### src/rtl/i2c_master_bit_sequencer_core_defines.svh
// Assertion macros for the I2C master bit sequencer.
`ifndef I2C_MASTER_BIT_SEQUENCER_CORE_DEFINES_SVH
`define I2C_MASTER_BIT_SEQUENCER_CORE_DEFINES_SVH

`ifndef NO_ASSERTIONS

`define I2CBS_ASSERT(label, prop) \
  label: assert property (@(posedge clk) disable iff (rst) prop) \
    else $error("i2cbs assertion failed");

`define I2CBS_ASSERT_ALWAYS(label, prop) \
  label: assert property (@(posedge clk) prop) \
    else $error("i2cbs assertion failed");

`else

`define I2CBS_ASSERT(label, prop)

`define I2CBS_ASSERT_ALWAYS(label, prop)

`endif

`endif

### src/rtl/i2cbs_pkg.sv
package i2cbs_pkg;

  typedef enum logic [4:0] {
    PH_IDLE       = 5'd0,
    PH_START_HOLD = 5'd1,
    PH_START_TAIL = 5'd2,
    PH_WR_SETUP   = 5'd3,
    PH_WR_RISE    = 5'd4,
    PH_WR_HIGH    = 5'd5,
    PH_WR_LOW     = 5'd6,
    PH_ACK_RISE   = 5'd7,
    PH_ACK_SAMPLE = 5'd8,
    PH_ACK_HIGH   = 5'd9,
    PH_TAIL       = 5'd10,
    PH_RD_RISE    = 5'd11,
    PH_RD_HIGH    = 5'd12,
    PH_RD_LOW     = 5'd13,
    PH_RA_RISE    = 5'd14,
    PH_RA_HIGH    = 5'd15,
    PH_STOP_PRE   = 5'd16,
    PH_STOP_RISE  = 5'd17,
    PH_STOP_HOLD  = 5'd18
  } phase_t;

  typedef enum logic [1:0] {
    FN_START = 2'd0,
    FN_WRITE = 2'd1,
    FN_READ  = 2'd2,
    FN_STOP  = 2'd3
  } func_t;

  localparam logic [1:0] CFG_HALF_PERIOD = 2'd0;
  localparam logic [1:0] CFG_STOP_DELAY  = 2'd1;
  localparam logic [1:0] CFG_ACK_SAMPLE  = 2'd2;

  localparam logic [15:0] HALF_PERIOD_RESET = 16'd100;
  localparam logic [15:0] STOP_DELAY_RESET  = 16'd100;
  localparam logic [15:0] ACK_SAMPLE_RESET  = 16'd4;

  localparam logic [3:0] BITS_PER_BYTE = 4'd8;

  typedef struct packed {
    logic       scl_drive_low;
    logic       sda_drive_low;
    logic       busy_res;
    logic       done_res;
    logic       ack_received;
    logic [7:0] read_data;
  } res_t;

endpackage

### src/rtl/i2c_master_bit_sequencer_core.sv
// Channel | Handshake            | Payload
// in      | in_valid / in_ready   | cmd_valid func target_address read_not_write
//         |                       | write_data last_byte scl_in sda_in
// out     | out_valid / out_ready | scl_drive_low sda_drive_low busy_res done_res
//         |                       | ack_received read_data
// cfg     | cfg_valid / cfg_ready | cfg_index cfg_data
//
// One word in, one word out; a word is taken each cycle that in_ready is high;
// its result is registered in out_word, or in the skid stage on a stall.
// Reset (rst, synchronous) idles the sequencer, clears both line-drive flags and
// loads the delay registers with their defaults.
// A stalled result moves to a one-word skid stage; in_ready drops only
// while that stage is full. cfg_ready is always high.
`include "i2c_master_bit_sequencer_core_defines.svh"

module i2c_master_bit_sequencer_core (
  input  logic                 clk,
  input  logic                 rst,
  input  logic                 in_valid,
  output logic                 in_ready,
  input  logic                 cmd_valid,
  input  logic [1:0]           func,
  input  logic [6:0]           target_address,
  input  logic                 read_not_write,
  input  logic [7:0]           write_data,
  input  logic                 last_byte,
  input  logic                 scl_in,
  input  logic                 sda_in,
  output logic                 out_valid,
  input  logic                 out_ready,
  output logic                 scl_drive_low,
  output logic                 sda_drive_low,
  output logic                 busy_res,
  output logic                 done_res,
  output logic                 ack_received,
  output logic [7:0]           read_data,
  input  logic                 cfg_valid,
  output logic                 cfg_ready,
  input  logic [1:0]           cfg_index,
  input  logic [15:0]          cfg_data
);
  import i2cbs_pkg::*;

  logic [15:0] half_period_ticks;
  logic [15:0] stop_delay_ticks;
  logic [15:0] ack_sample_ticks;

  phase_t      phase, phase_next;
  logic [3:0]  bit_count, bit_count_next;
  logic [7:0]  shift_byte, shift_byte_next;
  logic [15:0] wait_count, wait_count_next;
  logic        scl_low_flag, scl_low_flag_next;
  logic        sda_low_flag, sda_low_flag_next;
  logic        ack_flag, ack_flag_next;
  logic        nack_on_read, nack_on_read_next;
  logic [7:0]  read_hold, read_hold_next;
  logic        done;
  logic        delay_over;

  res_t        res_word;
  res_t        out_word;
  res_t        skid_word;
  logic        skid_valid;
  logic        in_take;
  logic        out_take;

  assign cfg_ready = 1'b1;
  assign in_ready  = !skid_valid;
  assign in_take   = in_valid && in_ready;
  assign out_take  = out_valid && out_ready;

  always_ff @(posedge clk) begin
    if (rst) begin
      half_period_ticks <= HALF_PERIOD_RESET;
      stop_delay_ticks  <= STOP_DELAY_RESET;
      ack_sample_ticks  <= ACK_SAMPLE_RESET;
    end else if (cfg_valid && cfg_ready) begin
      case (cfg_index)
        CFG_HALF_PERIOD: half_period_ticks <= cfg_data;
        CFG_STOP_DELAY:  stop_delay_ticks  <= cfg_data;
        CFG_ACK_SAMPLE:  ack_sample_ticks  <= cfg_data;
        default: ;
      endcase
    end
  end

  assign delay_over = (wait_count <= 16'd1);

  always_comb begin
    phase_next        = phase;
    bit_count_next    = bit_count;
    shift_byte_next   = shift_byte;
    wait_count_next   = delay_over ? wait_count : wait_count - 16'd1;
    scl_low_flag_next = scl_low_flag;
    sda_low_flag_next = sda_low_flag;
    ack_flag_next     = ack_flag;
    nack_on_read_next = nack_on_read;
    read_hold_next    = read_hold;
    done              = 1'b0;
    case (phase)
      PH_IDLE: begin
        wait_count_next = wait_count;
        if (cmd_valid) begin
          case (func_t'(func))
            FN_START: begin
              shift_byte_next   = {target_address, read_not_write};
              sda_low_flag_next = 1'b1;
              wait_count_next   = half_period_ticks;
              phase_next        = PH_START_HOLD;
            end
            FN_WRITE: begin
              shift_byte_next   = write_data;
              bit_count_next    = 4'd0;
              sda_low_flag_next = !write_data[7];
              wait_count_next   = half_period_ticks;
              phase_next        = PH_WR_SETUP;
            end
            FN_READ: begin
              nack_on_read_next = last_byte;
              shift_byte_next   = 8'd0;
              bit_count_next    = 4'd0;
              sda_low_flag_next = 1'b0;
              scl_low_flag_next = 1'b0;
              phase_next        = PH_RD_RISE;
            end
            default: begin
              sda_low_flag_next = 1'b1;
              wait_count_next   = stop_delay_ticks;
              phase_next        = PH_STOP_PRE;
            end
          endcase
        end
      end
      PH_START_HOLD: begin
        if (delay_over) begin
          scl_low_flag_next = 1'b1;
          wait_count_next   = half_period_ticks;
          phase_next        = PH_START_TAIL;
        end
      end
      PH_START_TAIL: begin
        if (delay_over) begin
          bit_count_next    = 4'd0;
          sda_low_flag_next = !shift_byte[7];
          wait_count_next   = half_period_ticks;
          phase_next        = PH_WR_SETUP;
        end
      end
      PH_WR_SETUP: begin
        if (delay_over) begin
          scl_low_flag_next = 1'b0;
          phase_next        = PH_WR_RISE;
        end
      end
      PH_WR_RISE: begin
        wait_count_next = wait_count;
        if (scl_in) begin
          wait_count_next = half_period_ticks;
          phase_next      = PH_WR_HIGH;
        end
      end
      PH_WR_HIGH: begin
        if (delay_over) begin
          scl_low_flag_next = 1'b1;
          shift_byte_next   = {shift_byte[6:0], 1'b0};
          bit_count_next    = bit_count + 4'd1;
          wait_count_next   = half_period_ticks;
          phase_next        = PH_WR_LOW;
        end
      end
      PH_WR_LOW: begin
        if (delay_over) begin
          if (bit_count < BITS_PER_BYTE) begin
            sda_low_flag_next = !shift_byte[7];
            wait_count_next   = half_period_ticks;
            phase_next        = PH_WR_SETUP;
          end else begin
            sda_low_flag_next = 1'b0;
            scl_low_flag_next = 1'b0;
            phase_next        = PH_ACK_RISE;
          end
        end
      end
      PH_ACK_RISE: begin
        wait_count_next = wait_count;
        if (scl_in) begin
          wait_count_next = ack_sample_ticks;
          phase_next      = PH_ACK_SAMPLE;
        end
      end
      PH_ACK_SAMPLE: begin
        if (delay_over) begin
          if (sda_in) begin
            ack_flag_next = 1'b0;
            phase_next    = PH_IDLE;
            done          = 1'b1;
          end else begin
            ack_flag_next   = 1'b1;
            wait_count_next = half_period_ticks;
            phase_next      = PH_ACK_HIGH;
          end
        end
      end
      PH_ACK_HIGH: begin
        if (delay_over) begin
          scl_low_flag_next = 1'b1;
          wait_count_next   = half_period_ticks;
          phase_next        = PH_TAIL;
        end
      end
      PH_TAIL: begin
        if (delay_over) begin
          phase_next = PH_IDLE;
          done       = 1'b1;
        end
      end
      PH_RD_RISE: begin
        wait_count_next = wait_count;
        if (scl_in) begin
          shift_byte_next = {shift_byte[6:0], sda_in};
          wait_count_next = half_period_ticks;
          phase_next      = PH_RD_HIGH;
        end
      end
      PH_RD_HIGH: begin
        if (delay_over) begin
          scl_low_flag_next = 1'b1;
          bit_count_next    = bit_count + 4'd1;
          wait_count_next   = half_period_ticks;
          phase_next        = PH_RD_LOW;
        end
      end
      PH_RD_LOW: begin
        if (delay_over) begin
          if (bit_count >= BITS_PER_BYTE) begin
            read_hold_next    = shift_byte;
            sda_low_flag_next = !nack_on_read;
            phase_next        = PH_RA_RISE;
          end else begin
            phase_next = PH_RD_RISE;
          end
          scl_low_flag_next = 1'b0;
        end
      end
      PH_RA_RISE: begin
        wait_count_next = wait_count;
        if (scl_in) begin
          wait_count_next = half_period_ticks;
          phase_next      = PH_RA_HIGH;
        end
      end
      PH_RA_HIGH: begin
        if (delay_over) begin
          scl_low_flag_next = 1'b1;
          sda_low_flag_next = 1'b0;
          wait_count_next   = half_period_ticks;
          phase_next        = PH_TAIL;
        end
      end
      PH_STOP_PRE: begin
        if (delay_over) begin
          scl_low_flag_next = 1'b0;
          phase_next        = PH_STOP_RISE;
        end
      end
      PH_STOP_RISE: begin
        wait_count_next = wait_count;
        if (scl_in) begin
          wait_count_next = stop_delay_ticks;
          phase_next      = PH_STOP_HOLD;
        end
      end
      PH_STOP_HOLD: begin
        if (delay_over) begin
          sda_low_flag_next = 1'b0;
          phase_next        = PH_IDLE;
          done              = 1'b1;
        end
      end
      default: begin
        wait_count_next = wait_count;
        phase_next      = PH_IDLE;
      end
    endcase
  end

  always_comb begin
    res_word.scl_drive_low = scl_low_flag_next;
    res_word.sda_drive_low = sda_low_flag_next;
    res_word.busy_res      = (phase_next != PH_IDLE);
    res_word.done_res      = done;
    res_word.ack_received  = ack_flag_next;
    res_word.read_data     = read_hold_next;
  end

  always_ff @(posedge clk) begin
    if (rst) begin
      phase        <= PH_IDLE;
      bit_count    <= 4'd0;
      shift_byte   <= 8'd0;
      wait_count   <= 16'd0;
      scl_low_flag <= 1'b0;
      sda_low_flag <= 1'b0;
      ack_flag     <= 1'b0;
      nack_on_read <= 1'b0;
      read_hold    <= 8'd0;
    end else if (in_take) begin
      phase        <= phase_next;
      bit_count    <= bit_count_next;
      shift_byte   <= shift_byte_next;
      wait_count   <= wait_count_next;
      scl_low_flag <= scl_low_flag_next;
      sda_low_flag <= sda_low_flag_next;
      ack_flag     <= ack_flag_next;
      nack_on_read <= nack_on_read_next;
      read_hold    <= read_hold_next;
    end
  end

  always_ff @(posedge clk) begin
    if (rst) begin
      out_valid  <= 1'b0;
      skid_valid <= 1'b0;
    end else if (!out_valid || out_take) begin
      if (skid_valid) begin
        out_valid  <= 1'b1;
        skid_valid <= in_take;
      end else begin
        out_valid  <= in_take;
      end
    end else if (in_take) begin
      skid_valid <= 1'b1;
    end
  end

  always_ff @(posedge clk) begin
    if (!out_valid || out_take) begin
      if (skid_valid) begin
        out_word <= skid_word;
        if (in_take) begin
          skid_word <= res_word;
        end
      end else if (in_take) begin
        out_word <= res_word;
      end
    end else if (in_take) begin
      skid_word <= res_word;
    end
  end

  assign scl_drive_low = out_word.scl_drive_low;
  assign sda_drive_low = out_word.sda_drive_low;
  assign busy_res      = out_word.busy_res;
  assign done_res      = out_word.done_res;
  assign ack_received  = out_word.ack_received;
  assign read_data     = out_word.read_data;

  `I2CBS_ASSERT_ALWAYS(a_skid_needs_out, skid_valid |-> out_valid)
  `I2CBS_ASSERT(a_done_not_busy, (out_valid && out_word.done_res) |-> !out_word.busy_res)
  `I2CBS_ASSERT(a_bit_count_range, bit_count <= BITS_PER_BYTE)
  `I2CBS_ASSERT(a_idle_holds, (in_take && phase == PH_IDLE && !cmd_valid) |=> phase == PH_IDLE)

endmodule
### config.mk
export PLATFORM = sky130hd
export DESIGN_NAME = i2c_master_bit_sequencer_core
export DESIGN_NICKNAME = d
export VERILOG_FILES = /design/src/rtl/i2cbs_pkg.sv /design/src/rtl/i2c_master_bit_sequencer_core.sv
export VERILOG_INCLUDE_DIRS = /design/src /design/src/rtl
export SDC_FILE = /design/constraint.sdc
export NUM_CORES = 1
export LEC_CHECK = 0
export BUFFER_PORTS_ARGS = -buffer_cell sky130_fd_sc_hd__buf_2
export CAP_MARGIN = 30
export CORE_ASPECT_RATIO = 0.5
export CORE_UTILIZATION = 45
export CTS_CLUSTER_SIZE = 40
export DETAILED_ROUTE_END_ITERATION = 8
export GPL_TIMING_DRIVEN = 0
export PLACE_DENSITY = 0.66
export REMOVE_ABC_BUFFERS = 1
export SETUP_SLACK_MARGIN = 0.5
export SLEW_MARGIN = 20
export SYNTH_ARGS = -nofsm -noshare
export SYNTH_HDL_FRONTEND = slang
export SYNTH_SLANG_ARGS = --single-unit
### constraint.sdc
create_clock -name clk -period 3 [get_ports clk]
set_input_delay 0.15 -clock clk [delete_from_list [all_inputs] [get_ports clk]]
set_output_delay 0.15 -clock clk [all_outputs]
set_load 0.01 [all_outputs]
==> results.json <==
{
  "status": "finished, final reports clean",
  "r2r_end": "busy_res",
  "path_cells": "buf_4, nor2_1, and4_1, a311oi_2, o311a_1, nand4_1, mux2_2",
  "dp_hpwl_mm": 14.2,
  "row_count": 32,
  "synthCells": 899,
  "cts_tree": "yes",
  "numCtsBuffers": 17,
  "die_y_um": 91.4,
  "final_antenna_net_count": 0,
  "htree_levels": 4,
  "ys_warn_count": 0,
  "drt-total-wl_mm": 22.5,
  "clockBufferDepth": 2,
  "grt_max_degree": 41,
  "async_flop_share_pct": 0,
  "place_ws_ns": -0.240,
  "ys_types": 85,
  "die_area_um2": 16500,
  "grt_overflow_total": 0,
  "clkTransAtPathRegs_ns": 0.06,
  "grtUsageTotal_pct": 27.4,
  "endpoint_kind": "flop",
  "portBuffers": 59,
  "final_nets": 1013,
  "critical-path-max-stage-delay_ns": 0.46,
  "reg2reg_from": "phase[0]",
  "synth_area_per_cell_um2": 8.00,
  "slew_viol_final": 0,
  "synth_top_family_by_area": "simple AND/OR/NAND/NOR gates",
  "relSlewSlack_pct": 39.4,
  "power.total_mw": 6.31,
  "avgRoutedWirePerCell_um": 19.1,
  "cts.sinks": 121,
  "finalHoldViolCount": 0,
  "synthAdderAreaFrac_pct": 1.39,
  "synthXorXnorAreaFrac_pct": 1.32,
  "fmax_ghz": 0.402,
  "p_per_area_nw_per_um2": 721,
  "worstHoldPathType": "input port to flop",
  "cp-start-kind": "flop",
  "ios": 61,
  "core_area_um2": 15500,
  "syn_area_um2": 7190,
  "crit_arrival_ns": 2.65,
  "final_common_cell": "nand2_1",
  "crit_start": "phase[0]",
  "synthMuxAreaShare_pct": 5.84,
  "initial_core_util_pct": 46.4,
  "worst_slew_pin_slew_ns": 0.906,
  "cp-endpoint": "busy_res",
  "chipWidth_um": 181,
  "min_period_over_period_pct": 83.0,
  "yosys.area_share.simple_pct": 25.7,
  "dr.first_iter.drc_count": 706,
  "areaGrowthSynthToFinish_pct": 21.7,
  "drive_above_1_share_pct": 22.2,
  "synth_compound_area_share_pct": 22.8,
  "p_leak_nw": 3.29,
  "grt_pass1_vias": 6747,
  "synth-edff-count": 26,
  "worstPathMaxFanout": 11,
  "clk_latency_ns": 0.42,
  "slowest_stage": "dfxtp_4",
  "finalWeightedCongestion": 0.946,
  "ir_worst_vdd_uv": 488,
  "cp.required_ns": 3.16,
  "final.min_clock_period_ns": 2.49,
  "worstRegToRegCells": 7,
  "cp.depth": 7,
  "cp_top_family": "compound AO/OA/AOI/OAI gates",
  "fin_skew_ns": 0.00939,
  "cts_root_buf": "clkbuf_16",
  "rsz0062_at_grt": "true",
  "ys_seq_elements": 121,
  "r2r_slack_ns": 0.51,
  "setup_viol": 0,
  "path_buf_inv": 1,
  "vias": 7144,
  "antenna_found_initial": 0,
  "final_cell_mix": "166 x nand2_1, 92 x a21oi_1, 87 x dfxtp_1, 80 x nor2_1, 59 x buf_2",
  "ys.flop_type": "dfxtp_1",
  "grt_pass1_wl_mm": 35.8,
  "drt_pre_antenna_iters": 5,
  "regArea_um2": 2710,
  "critPathKind": "flop to flop",
  "fillCellCount": 1398,
  "drc": 0,
  "multi_input_area_um2": 4310,
  "maxCapViolations": 0,
  "post-route-worst-setup-slack_ns": 0.510,
  "antennaDiodeCount": 0,
  "ys_seq_area_share_pct": 37.3,
  "vias_per_cell": 6.07
}
[kinds of logic (layout without fill, tap and decap cells)]
| logic type | Yosys count | count (layout) |
|---|---|---|
| adder cells (fa/ha/maj) | 8 | 8 |
| buffers and inverters | 84 | 157 |
| other | 1 | 1 |
| XOR/XNOR | 10 | 10 |
| multiplexers | 39 | 39 |
| flip-flops | 121 | 121 |
| AND/OR/NAND/NOR | 391 | 391 |
| AO/OA/AOI/OAI | 245 | 246 |
[layer usage]
metal	GRT usage (%)	part of all wire (%)	up-vias
met3	5.21	7.9	47
li1	-	-	3368
met2	44.9	45	327
met5	0	0	-
met4	8.33	2.1	0
met1	36.4	45	3402
[stage by stage]
| stage | util (%) | hold WS (ns) | cells | instance area, um^2 | TNS [ns] |
|---|---|---|---|---|---|
| 2_1_floorplan | - | 0.219 | 833 | 6860 | -10.75 |
| 3_3_place_gp | 47.8 | 0.393 | 1096 | 7410 | -42.53 |
| 3_5_place_dp | 48.6 | 0.398 | 1104 | 7540 | -0.570 |
| 4_1_cts | 55.7 | 0.000771 | 1169 | 8630 | 0 |
| 5_1_grt | 56.5 | 0.0108 | 1177 | 8750 | 0 |
| 6_report | 56.5 | 0.00120 | 1177 | 8750 | 0 |
[worst min-delay path, cell delays in order]
cell     delay, ns
buf_2         0.11
nand2_1       0.05
a21oi_1       0.05
[area by class of cell]
| cell class | count | area share (%) |
|---|---|---|
| multi-input combinational | 695 | 49.2 |
| tap | 204 | 2.92 |
| timing repair buffer | 107 | 9.10 |
| clock inverter | 9 | 1.26 |
| inverter | 18 | 0.858 |
| clock buffer | 23 | 5.72 |
| sequential | 121 | 30.9 |
[sequential cells by signal, summed over array words and instances (netlist names), 5 cells and up]
name,flops
shift_byte,8
stop_delay_ticks,16
skid_word,13
wait_count,16
half_period_ticks,16
phase,5
ack_sample_ticks,16
read_data,8
read_hold,8
[where the power goes]
group / switching [mW] / internal [mW]
registers: 0.152 / 1.80
clock network: 0.772 / 1.35
logic: 1.32 / 0.927
[how the worst min path moves through the flow]
stage,start,end,slack (ns),cells past startpoint
after floorplan,rst,ack_flag,0.22,1
after global placement,cfg_data[2],ack_sample_ticks[2],0.39,3
after detailed placement,cfg_data[2],ack_sample_ticks[2],0.40,3
after CTS,cfg_data[0],half_period_ticks[0],0.0008,3
after global routing,cfg_data[7],ack_sample_ticks[7],0.01,3
final,cfg_data[3],stop_delay_ticks[3],0.001,3
[what timing repair did]
action / 4_1_cts / 5_1_grt
pin swaps: 9 / 7
setup buffers: 19 / 8
hold buffers: 13 / 0
endpoints found under the hold margin: 30 / 0
cloned: 1 / 0
gates resized for setup: 34 / 21
setup endpoints to repair: 62 / 42
[Yosys cell counts (5+ instances only)]
| cell | count | area (um^2) |
|---|---|---|
| buf_2 | 14 | 70.1 |
| nand3_1 | 23 | 115 |
| buf_4 | 8 | 60.1 |
| or2_2 | 5 | 31.3 |
| o22ai_1 | 7 | 43.8 |
| nor3_1 | 22 | 110 |
| mux2_2 | 24 | 270 |
| nand4_1 | 9 | 56.3 |
| xnor2_1 | 8 | 70.1 |
| and3_1 | 6 | 37.5 |
| mux2i_1 | 15 | 150 |
| a211oi_1 | 9 | 67.6 |
| o211ai_1 | 9 | 67.6 |
| a31oi_1 | 10 | 62.6 |
| clkbuf_1 | 35 | 131 |
| nor4_1 | 5 | 31.3 |
| o21a_1 | 7 | 52.6 |
| dfxtp_1 | 95 | 1900 |
| a21oi_1 | 94 | 470 |
| nand2_1 | 168 | 631 |
| a221oi_1 | 9 | 78.8 |
| nor2b_1 | 19 | 119 |
| a21o_1 | 5 | 37.5 |
| and2_1 | 5 | 31.3 |
| buf_6 | 5 | 56.3 |
| o31ai_1 | 7 | 52.6 |
| o21ai_1 | 5 | 25.0 |
| edfxtp_1 | 26 | 781 |
| o21ai_0 | 28 | 140 |
| a221o_1 | 9 | 90.1 |
| nor2_1 | 85 | 319 |
| inv_1 | 17 | 63.8 |
| nand2b_1 | 10 | 62.6 |
| ha_1 | 8 | 100 |
No activity file was read; power rests on OpenSTA's default activity.
